--- src/design/sqtch_pkg.sv ---
// shared constants, codes and helper functions for the square tone channel with sweep
package sqtch_pkg;

  localparam int unsigned FreqW    = 11;
  localparam int unsigned PeriodW  = 13;
  localparam int unsigned LengthW  = 7;
  localparam int unsigned VolW     = 4;
  localparam int unsigned CntW     = 3;
  localparam int unsigned OpW      = 3;
  localparam int unsigned CfgIdxW  = 3;
  localparam int unsigned CfgDataW = 4;

  localparam logic [LengthW-1:0] LengthFull = 7'd64;
  localparam logic [VolW-1:0]    VolumeMax  = 4'd15;

  // event codes
  localparam logic [OpW-1:0] OpTick     = 3'd0;
  localparam logic [OpW-1:0] OpLength   = 3'd1;
  localparam logic [OpW-1:0] OpSweep    = 3'd2;
  localparam logic [OpW-1:0] OpEnvelope = 3'd3;
  localparam logic [OpW-1:0] OpTrigger  = 3'd4;

  // register indexes
  localparam logic [CfgIdxW-1:0] CfgDutyMode      = 3'd0;
  localparam logic [CfgIdxW-1:0] CfgSweepPeriod   = 3'd1;
  localparam logic [CfgIdxW-1:0] CfgSweepSubtract = 3'd2;
  localparam logic [CfgIdxW-1:0] CfgSweepShift    = 3'd3;
  localparam logic [CfgIdxW-1:0] CfgEnvStartVol   = 3'd4;
  localparam logic [CfgIdxW-1:0] CfgEnvIncrease   = 3'd5;
  localparam logic [CfgIdxW-1:0] CfgEnvPeriod     = 3'd6;
  localparam logic [CfgIdxW-1:0] CfgLengthEnable  = 3'd7;

  // 2 * (2048 - f)
  function automatic logic [PeriodW-1:0] timer_reload(input logic [FreqW-1:0] f);
    logic [FreqW:0] span;
    span = 12'd2048 - {1'b0, f};
    return {span, 1'b0};
  endfunction

  function automatic logic duty_high(input logic [1:0] mode, input logic [2:0] phase);
    logic lvl;
    case (mode)
      2'd0:    lvl = (phase == 3'd6);
      2'd1:    lvl = (phase >= 3'd6);
      2'd2:    lvl = (phase >= 3'd4);
      default: lvl = (phase <= 3'd5);
    endcase
    return lvl;
  endfunction

  // shadow +/- (shadow >> shift), bit 11 set means overflow
  function automatic logic [FreqW:0] sweep_next(input logic [FreqW-1:0] shadow,
                                                input logic [2:0] shift,
                                                input logic sub);
    logic [FreqW-1:0] delta;
    delta = shadow >> shift;
    if (sub) begin
      return {1'b0, shadow} - {1'b0, delta};
    end else begin
      return {1'b0, shadow} + {1'b0, delta};
    end
  endfunction

endpackage

--- src/design/square_tone_channel_with_sweep_unit.sv ---
// square tone channel with frequency sweep, envelope and length counter
// an output beat is registered when its input beat is accepted and appears in the next cycle
// throughput: one beat per cycle while the sink keeps up, set by the single state update path
// input stalls only while an output beat waits for a sink that is not ready
// reset: config and channel state clear, length counter loads 64, output data not reset, no beat pending
// the longest path is two sweep adders in series with their overflow checks
module square_tone_channel_with_sweep_unit (
  input  logic        clk_i,
  input  logic        rst_ni,
  input  logic        cfg_we_i,
  input  logic [2:0]  cfg_idx_i,
  input  logic [3:0]  cfg_data_i,
  input  logic        s_axis_tvalid,
  output logic        s_axis_tready,
  input  logic [15:0] s_axis_tdata,   // [10:0] frequency_value, [11] sequencer_odd
  input  logic [2:0]  s_axis_tuser,   // [2:0] operation
  output logic        m_axis_tvalid,
  input  logic        m_axis_tready,
  output logic [7:0]  m_axis_tdata    // [3:0] sample, [4] channel_on
);

  // configuration
  logic [1:0] duty_mode_q;
  logic [2:0] sweep_period_q;
  logic       sweep_sub_q;
  logic [2:0] sweep_shift_q;
  logic [3:0] env_start_q;
  logic       env_inc_q;
  logic [2:0] env_period_q;
  logic       len_en_q;

  // channel state
  logic                                chan_en_q, chan_en_d;
  logic [sqtch_pkg::FreqW-1:0]         cur_freq_q, cur_freq_d;
  logic [sqtch_pkg::FreqW-1:0]         shadow_q, shadow_d;
  logic [sqtch_pkg::PeriodW-1:0]       period_q, period_d;
  logic [2:0]                          phase_q, phase_d;
  logic                                level_q, level_d;
  logic [sqtch_pkg::VolW-1:0]          vol_q, vol_d;
  logic [sqtch_pkg::CntW-1:0]          env_cnt_q, env_cnt_d;
  logic [sqtch_pkg::CntW-1:0]          sweep_cnt_q, sweep_cnt_d;
  logic                                sweep_act_q, sweep_act_d;
  logic [sqtch_pkg::LengthW-1:0]       len_cnt_q, len_cnt_d;

  logic       out_valid_q;
  logic [7:0] out_data_q;

  logic                          s_acc;
  logic [sqtch_pkg::OpW-1:0]     op;
  logic [sqtch_pkg::FreqW-1:0]   freq_in;
  logic                          odd_in;
  logic [sqtch_pkg::PeriodW-1:0] period_dec;
  logic [2:0]                    phase_inc;
  logic [sqtch_pkg::CntW-1:0]    sweep_dec;
  logic [sqtch_pkg::CntW-1:0]    env_dec;
  logic [sqtch_pkg::FreqW:0]     sweep_a;
  logic [sqtch_pkg::FreqW:0]     sweep_b;
  logic [sqtch_pkg::FreqW-1:0]   shadow_mid;
  logic [sqtch_pkg::FreqW:0]     trig_calc;
  logic [sqtch_pkg::VolW-1:0]    sample_d;

  assign op      = s_axis_tuser;
  assign freq_in = s_axis_tdata[10:0];
  assign odd_in  = s_axis_tdata[11];

  assign s_axis_tready = !out_valid_q || m_axis_tready;
  assign s_acc         = s_axis_tvalid && s_axis_tready;
  assign m_axis_tvalid = out_valid_q;
  assign m_axis_tdata  = out_data_q;

  assign period_dec = period_q - 13'd1;
  assign phase_inc  = phase_q + 3'd1;
  assign sweep_dec  = sweep_cnt_q - 3'd1;
  assign env_dec    = env_cnt_q - 3'd1;

  // two sweep calculations in a row on a sweep step
  assign sweep_a    = sqtch_pkg::sweep_next(shadow_q, sweep_shift_q, sweep_sub_q);
  assign shadow_mid = (!sweep_a[11] && (sweep_shift_q != 3'd0)) ? sweep_a[10:0] : shadow_q;
  assign sweep_b    = sqtch_pkg::sweep_next(shadow_mid, sweep_shift_q, sweep_sub_q);
  assign trig_calc  = sqtch_pkg::sweep_next(freq_in, sweep_shift_q, sweep_sub_q);

  always_comb begin
    chan_en_d   = chan_en_q;
    cur_freq_d  = cur_freq_q;
    shadow_d    = shadow_q;
    period_d    = period_q;
    phase_d     = phase_q;
    level_d     = level_q;
    vol_d       = vol_q;
    env_cnt_d   = env_cnt_q;
    sweep_cnt_d = sweep_cnt_q;
    sweep_act_d = sweep_act_q;
    len_cnt_d   = len_cnt_q;
    case (op)
      sqtch_pkg::OpTick: begin
        if (period_q != '0) begin
          if (period_dec == '0) begin
            period_d = sqtch_pkg::timer_reload(cur_freq_q);
            phase_d  = phase_inc;
            level_d  = sqtch_pkg::duty_high(duty_mode_q, phase_inc);
          end else begin
            period_d = period_dec;
          end
        end
      end
      sqtch_pkg::OpLength: begin
        if (len_en_q && (len_cnt_q != '0)) begin
          len_cnt_d = len_cnt_q - 7'd1;
          if (len_cnt_q == 7'd1) begin
            chan_en_d = 1'b0;
          end
        end
      end
      sqtch_pkg::OpSweep: begin
        sweep_cnt_d = sweep_dec;
        if (sweep_dec == '0) begin
          sweep_cnt_d = sweep_period_q;
          if (sweep_act_q && (sweep_period_q != '0)) begin
            if (sweep_a[11]) begin
              chan_en_d = 1'b0;
            end else if (sweep_shift_q != '0) begin
              shadow_d   = sweep_a[10:0];
              cur_freq_d = sweep_a[10:0];
              period_d   = sqtch_pkg::timer_reload(sweep_a[10:0]);
            end
            if (sweep_b[11]) begin
              chan_en_d = 1'b0;
            end
          end
        end
      end
      sqtch_pkg::OpEnvelope: begin
        if (chan_en_q && (env_period_q != '0)) begin
          env_cnt_d = env_dec;
          if (env_dec == '0) begin
            env_cnt_d = env_period_q;
            if (!env_inc_q && (vol_q != '0)) begin
              vol_d = vol_q - 4'd1;
            end
            if (env_inc_q && (vol_q != sqtch_pkg::VolumeMax)) begin
              vol_d = vol_q + 4'd1;
            end
          end
        end
      end
      sqtch_pkg::OpTrigger: begin
        cur_freq_d  = freq_in;
        chan_en_d   = (env_start_q != '0) || env_inc_q;
        period_d    = sqtch_pkg::timer_reload(freq_in);
        env_cnt_d   = env_period_q;
        vol_d       = env_start_q;
        if (len_cnt_q == '0) begin
          len_cnt_d = (odd_in && len_en_q) ? (sqtch_pkg::LengthFull - 7'd1)
                                           : sqtch_pkg::LengthFull;
        end
        shadow_d    = freq_in;
        sweep_cnt_d = sweep_period_q;
        sweep_act_d = (sweep_period_q != '0) || (sweep_shift_q != '0);
        if ((sweep_shift_q != '0) && trig_calc[11]) begin
          chan_en_d = 1'b0;
        end
      end
      default: begin
      end
    endcase
  end

  assign sample_d = (chan_en_d && level_d) ? vol_d : '0;

  always_ff @(posedge clk_i or negedge rst_ni) begin
    if (!rst_ni) begin
      duty_mode_q    <= '0;
      sweep_period_q <= '0;
      sweep_sub_q    <= 1'b0;
      sweep_shift_q  <= '0;
      env_start_q    <= '0;
      env_inc_q      <= 1'b0;
      env_period_q   <= '0;
      len_en_q       <= 1'b0;
    end else if (cfg_we_i) begin
      case (cfg_idx_i)
        sqtch_pkg::CfgDutyMode:      duty_mode_q    <= cfg_data_i[1:0];
        sqtch_pkg::CfgSweepPeriod:   sweep_period_q <= cfg_data_i[2:0];
        sqtch_pkg::CfgSweepSubtract: sweep_sub_q    <= cfg_data_i[0];
        sqtch_pkg::CfgSweepShift:    sweep_shift_q  <= cfg_data_i[2:0];
        sqtch_pkg::CfgEnvStartVol:   env_start_q    <= cfg_data_i;
        sqtch_pkg::CfgEnvIncrease:   env_inc_q      <= cfg_data_i[0];
        sqtch_pkg::CfgEnvPeriod:     env_period_q   <= cfg_data_i[2:0];
        sqtch_pkg::CfgLengthEnable:  len_en_q       <= cfg_data_i[0];
        default: begin
        end
      endcase
    end
  end

  always_ff @(posedge clk_i or negedge rst_ni) begin
    if (!rst_ni) begin
      chan_en_q   <= 1'b0;
      cur_freq_q  <= '0;
      shadow_q    <= '0;
      period_q    <= '0;
      phase_q     <= '0;
      level_q     <= 1'b0;
      vol_q       <= '0;
      env_cnt_q   <= '0;
      sweep_cnt_q <= '0;
      sweep_act_q <= 1'b0;
      len_cnt_q   <= sqtch_pkg::LengthFull;
    end else if (s_acc) begin
      chan_en_q   <= chan_en_d;
      cur_freq_q  <= cur_freq_d;
      shadow_q    <= shadow_d;
      period_q    <= period_d;
      phase_q     <= phase_d;
      level_q     <= level_d;
      vol_q       <= vol_d;
      env_cnt_q   <= env_cnt_d;
      sweep_cnt_q <= sweep_cnt_d;
      sweep_act_q <= sweep_act_d;
      len_cnt_q   <= len_cnt_d;
    end
  end

  always_ff @(posedge clk_i or negedge rst_ni) begin
    if (!rst_ni) begin
      out_valid_q <= 1'b0;
    end else if (s_acc) begin
      out_valid_q <= 1'b1;
    end else if (m_axis_tready) begin
      out_valid_q <= 1'b0;
    end
  end

  always_ff @(posedge clk_i) begin
    if (s_acc) begin
      out_data_q <= {3'b000, chan_en_d, sample_d};
    end
  end

`ifndef SYNTHESIS
  // dac off at trigger keeps the channel silent
  assert property (@(posedge clk_i) disable iff (!rst_ni)
    s_acc && (op == sqtch_pkg::OpTrigger) && (env_start_q == '0) && !env_inc_q
    |=> !chan_en_q)
  else $error("trigger with dac off enabled the channel");

  // the on flag of a new beat follows the channel state
  assert property (@(posedge clk_i) disable iff (!rst_ni)
    s_acc |=> (m_axis_tdata[4] == chan_en_q))
  else $error("output on flag disagrees with channel state");

  // a nonzero sample only while the channel is on
  assert property (@(posedge clk_i) disable iff (!rst_ni)
    m_axis_tvalid && (m_axis_tdata[3:0] != 4'd0) |-> m_axis_tdata[4])
  else $error("sample output while channel off");

  // state only moves on an accepted beat
  assert property (@(posedge clk_i) disable iff (!rst_ni)
    !s_acc |=> $stable(period_q) && $stable(len_cnt_q) && $stable(vol_q))
  else $error("channel state changed without a beat");

  // length counter never above full
  assert property (@(posedge clk_i) disable iff (!rst_ni)
    len_cnt_q <= sqtch_pkg::LengthFull)
  else $error("length counter out of range");
`endif

endmodule

--- config.mk ---
export PLATFORM = sky130hd
export DESIGN_NAME = square_tone_channel_with_sweep_unit
export DESIGN_NICKNAME = d
export VERILOG_FILES = /design/src/design/sqtch_pkg.sv /design/src/design/square_tone_channel_with_sweep_unit.sv
export SDC_FILE = /design/constraint.sdc
export NUM_CORES = 1
export LEC_CHECK = 0
export ABC_AREA = 1
export BUFFER_PORTS_ARGS = -buffer_cell sky130_fd_sc_hd__buf_2
export CAP_MARGIN = 30
export CORE_ASPECT_RATIO = 0.75
export CORE_MARGIN = 1
export CORE_UTILIZATION = 45
export CTS_CLUSTER_SIZE = 24
export DETAILED_ROUTE_END_ITERATION = 10
export SYNTH_ARGS = -nofsm -noshare
export SYNTH_HDL_FRONTEND = slang
export SYNTH_SLANG_ARGS = --single-unit
--- constraint.sdc ---
create_clock -name clk_i -period 6 [get_ports clk_i]
set_input_delay 0.3 -clock clk_i [delete_from_list [all_inputs] [get_ports clk_i]]
set_output_delay 0.3 -clock clk_i [all_outputs]
set_load 0.05 [all_outputs]
# Word level (Yosys, flattened, before mapping)
# Cells that the tools add are included.
# W data, S select, Z words.
[totals] output_inout_bits=10 reg_bits=71 n_memories=0 latch_bits=0 mem_bits_ro=0 mem_bits_rw=0
[classes] reduce_logical=50 bitwise_logic=0 addsub=16 n_shift=3 n_div=0 muxes=44 n_eq_ne=24 magnitude_cmp=3 multipliers=0
[ops] op="$mux W13" n=6
[ops] op="$mux W11" n=5
[ops] op="$pmux W13 S3" n=1
[ops] op="$add A11 B11 Y12" n=3
[ops] op="$mux W12" n=3
[ops] op="$sub A11 B11 Y12" n=3
[ops] op="$sub A12 B11 Y12 const A" n=3
[ops] op="$shr A11 B3 Y11" n=3
[ops] op="$pmux W11 S2" n=1
[ops] op="$mux W7" n=3
[ops] op="$reduce_and A2 Y1" n=10
[ops] op="$eq A3 B3 Y1 const B" n=6
[ops] op="$mux W4" n=4
[ops] op="$ne A2 B2 Y1 const B" n=8
[ops] op="$pmux W7 S2" n=1
[ops] op="$logic_not A13 Y1" n=1
[ops] op="$reduce_bool A13 Y1" n=1
[ops] op="$sub A13 B1 Y13 const B" n=1
[ops] op="$eq A3 B2 Y1 const B" n=4
[ops] op="$logic_not A3 Y1" n=4
[ops] op="$mux W1" n=12
[ops] op="$pmux W3 S2" n=2
[ops] op="$reduce_bool A3 Y1" n=4
[ops] op="$logic_and A1 B1 Y1" n=10
[ops] op="other kinds (26)" n=41

# Logic depth before layout (Yosys ltp)
[depth] word_depth=14 depth_mapped=53

# Worst setup path before layout
# Ideal clock, no wire load.
[synth_path] path_type="flip-flop to flip-flop" startpoint="register sweep_shift_q[0]" endpoint="register out_data_q[0] (netlist: m_axis_tdata[0]), data pin" path_stages_with_launch=44 arrival_ps=4898 synth_period_minus_slack_ps=5163 path_slack_ps=837 n_path_buf=2 cell_sequence="dfrtp_1 buf_4 nand2_1 nand3_1 nand2_1 o21ai_2 inv_1 ha_1 nand4_1 nor2_1 a21oi_1 xnor2_1 inv_1 ha_1 a21oi_1 o21bai_1 a21oi_1 nand3_1 [... 8 more ...] nand2_1 nor2_1 nand4_1 nand2_1 xor2_1 inv_1 ha_1 inv_1 o21bai_1 nor2_2 nand2_1 nand2_1 nand3_1 nand2_1 nand2_1 nand3_2 nand2_2 nor2_1"
[synth_between] elab_chain_len=14
[synth_rtl] element="start: declaration" line_no="square_tone_channel_with_sweep_unit.sv:26" source="logic [2:0] sweep_shift_q;"
[synth_rtl] element="start signal: assignment" line_no="square_tone_channel_with_sweep_unit.sv:185" source="sqtch_pkg::CfgSweepShift: sweep_shift_q <= cfg_data_i[2:0];"
[synth_rtl] element="$shr A11 B3 Y11" line_no="sqtch_pkg.sv:56" source="delta = shadow >> shift;"
[synth_rtl] element="$add A11 B11 Y12 or $sub A11 B11 Y12 (tied branches)" line_no="sqtch_pkg.sv:60, sqtch_pkg.sv:58"
[synth_rtl] element="$mux W12" line_no="sqtch_pkg.sv:57" source="if (sub) begin"
[synth_rtl] element="$logic_not A1 Y1" line_no="square_tone_channel_with_sweep_unit.sv:78" source="assign shadow_mid = (!sweep_a[11] && (sweep_shift_q != 3'd0)) ? sweep_a[10:0] : shadow_q;"
[synth_rtl] element="$logic_and A1 B1 Y1" line_no="square_tone_channel_with_sweep_unit.sv:78"
[synth_rtl] element="$mux W11" line_no="square_tone_channel_with_sweep_unit.sv:78"
[synth_rtl] element="$shr A11 B3 Y11" line_no="sqtch_pkg.sv:56"
[synth_rtl] element="$add A11 B11 Y12 or $sub A11 B11 Y12 (tied branches)" line_no="sqtch_pkg.sv:60, sqtch_pkg.sv:58"
[synth_rtl] element="$mux W12" line_no="sqtch_pkg.sv:57"
[synth_rtl] element="$mux W1" line_no="square_tone_channel_with_sweep_unit.sv:126" source="if (sweep_b[11]) begin"
[synth_rtl] element="$mux W1" line_no="square_tone_channel_with_sweep_unit.sv:118" source="if (sweep_act_q && (sweep_period_q != '0)) begin"
[synth_rtl] element="$mux W1" line_no="square_tone_channel_with_sweep_unit.sv:116" source="if (sweep_dec == '0) begin"
[synth_rtl] element="$pmux W1 S3 *" line_no="square_tone_channel_with_sweep_unit.sv:94" source="case (op)"
[synth_rtl] element="via chan_en_d" line_no="square_tone_channel_with_sweep_unit.sv:33" source="logic chan_en_q, chan_en_d;"
[synth_rtl] element="$logic_and A1 B1 Y1 *" line_no="square_tone_channel_with_sweep_unit.sv:168" source="assign sample_d = (chan_en_d && level_d) ? vol_d : '0;"
[synth_rtl] element="end signal: assignment" line_no="square_tone_channel_with_sweep_unit.sv:236" source="out_data_q <= {3'b000, chan_en_d, sample_d};"
[synth_rtl] element="end: declaration" line_no="square_tone_channel_with_sweep_unit.sv:46" source="logic [7:0] out_data_q;"
# Mark *: on every way through the listed nets, which the timed path passes. The rest lies on a longest branch.
# A chain may end at the register's enable or synchronous reset.

# Final worst setup path
[layout_path] startpoint="register sweep_shift_q[1]" endpoint="register out_data_q[1] (netlist: m_axis_tdata[1]), data pin"
# Same word-level chain as after synthesis.

==> results.ini <==
[sta]
fin_skew_ns=0.00714
period_share_pct=95.8
setup_slack_ns=0.249
slew_headroom_pct=40.6
slew_viol_final=0
rsz0062_at_grt=true
hold_viol=0
max_clock_freq_mhz=174
min_period_ns=5.75
setup_violations=0
max_slew.worst_pin.slew_ns=0.882

[yosys]
synth_cells=1205
synth.area.top_cells=dfrtp_1, nand2_1, nand3_1
synth-async-reset-ratio_pct=93.0
syn-cell-area_sq_mm=0.00772
yosysWarningCount=0
yosysTopAreaCellShare_pct=21.1
yosysSeqAreaShare_pct=23.3
ys.flop_type=dfrtp_1
synth-edff-count=5
synth.ff_latch_count=71
yosysTopAreaCell=dfrtp_1
avgSynthCellArea_sq_um=6.41
synth_cell_type_count=53

[clocking]
ctsHoldBuffers=0
cts_tree=built
clockBufferDepth=2
cts-buffers-inserted=9
clkSinkCount=71
htree_levels=3
root_buffer=clkbuf_16
path_clk_slew_ns=0.06
clock_latency_ns=0.34

[layout]
nets=1372
diodes=0
most-common-layout-cells=nand2_1, inv_1, o21ai_0
n_fill_cell=1707
drive_gt1_share_pct=22.8
final_util_pct=56.6
multi_input_area_sq_mm=0.00572
syn2layout_area_growth_pct=23.3
final_cell_area_sq_mm=0.00952
register_area_sq_mm=0.00180
layout_commonest_cell=nand2_1

[critical_path]
max_stage_delay_ns=0.43
critical_path.most_common_cell=nand2_1
crit_slowest_cell=dfrtp_2
end_kind=register
cp_top_family=simple AND/OR/NAND/NOR gates
crit_fanout=10
arrival_ns=5.84
worstPathRequired_ns=6.09
crit_type=reg2reg
crit_buf_inv=8
cp-start-kind=register
ff2ff_setup_slack_ns=0.25

[placement]
post-place-ws_ns=0.0363
dpl.hpwl_um=18100
dpl_cell_area_sq_mm=0.00839
portBuffers=33
gp_congestion=0.939

[route]
drt_first_pass_iters=9
num_vias=8139
post_drt_wl_per_cell_um=15.7
wl_um=23800
viasPerCell=5.37
antenna_left=0
drt_iter0_markers=785
route.detailed.drc=2

[run_status]
violations=design-rule violations
outcome=complete, but fails checks

[grt]
grt_max_degree=67
grt_usage_pct=26.4
grt_pass1_vias=6997
grt_pass1_wl_um=36500
grt-ovfl-total=0
antenna_found_initial=0

[floorplan]
core_sq_mm=0.0168
ios=41
die_area_sq_mm=0.0177
die_y_um=115
rows=41
start_util_pct=45.9
chipWidth_um=153

[job]
max-cap-violations=0

[hold_path]
hold_path.class=in2async

[per-stage QoR]
step	std cells	setup TNS, ns	hold WS, ns
after CTS	1485	0	0.176
final	1516	0	0.144
after detailed placement	1469	0	0.484
after global routing	1516	-1.12	0.194
after floorplan	1207	0	0.00441
after global placement	1469	0	0.475
[worst paths after layout]
kind / depth (start not counted) / start / endpoint
setup / recovery: 43 / sweep_shift_q[1] / m_axis_tdata[1]
hold / removal: 2 / rst_ni / period_q[7]
setup reg to reg: 43 / sweep_shift_q[1] / m_axis_tdata[1]
hold reg to reg: 2 / level_q / level_q
max in group asynchronous: 2 / rst_ni / sweep_shift_q[1]
min in group clk_i: 3 / cfg_data_i[0] / len_en_q
[metal layers]
metal	part of all wire [%]	track usage [%]
met1	52	42.4
met5	0	0
met3	7.6	5.65
met4	1.3	4.51
met2	39	35.3
[logic make-up after synthesis]
logic type,Yosys count,share of synthesized area [%]
AOI/OAI and AO/OA,209,15.3
xor gates and xnor gates,59,6.69
adders and majority gates,45,7.39
buffers and inverters,189,10.0
DFF,71,23.3
muxes,3,0.405
other,1,0.0486
and+or+nand+nor,628,36.8
[sequential cells by signal, indices dropped and copies added (netlist names), 2 cells and up]
name,cells
env_cnt_q,3
shadow_q,11
m_axis_tdata,5
env_start_q,4
sweep_shift_q,3
sweep_period_q,3
duty_mode_q,2
env_period_q,3
vol_q,4
phase_q,3
len_cnt_q,7
sweep_cnt_q,3
period_q,13
[final cells by class]
cell class | instances | area share [%]
clock buffer | 9 | 2.37
timing repair buffer | 119 | 9.37
clock inverter | 7 | 0.591
inverter | 146 | 5.81
sequential | 71 | 18.9
multi-input combinational | 949 | 60.1
tap | 215 | 2.83
[cell usage after synthesis, types with 8 or more instances]
library cell  count
buf_4             8
nand4_1          12
nor3_1           20
inv_1           140
ha_1             44
nand2_2          20
xor2_1           46
xnor2_1          13
buf_2             9
a21oi_1          38
dfrtp_1          65
nand2_1         321
nor2_1           82
clkbuf_1         19
nand3_1         129
nor2_2            8
nand3_2          19
o21ai_0         117
[what timing repair did]
action	4_1_cts	5_1_grt
hold endpoints to repair	0	0
endpoints found under the setup margin	0	6
setup buffers	0	29
gates resized for setup	0	144
Power is not shown: default switching activity piles up to over one toggle a cycle in this logic, so the estimate is an artifact.
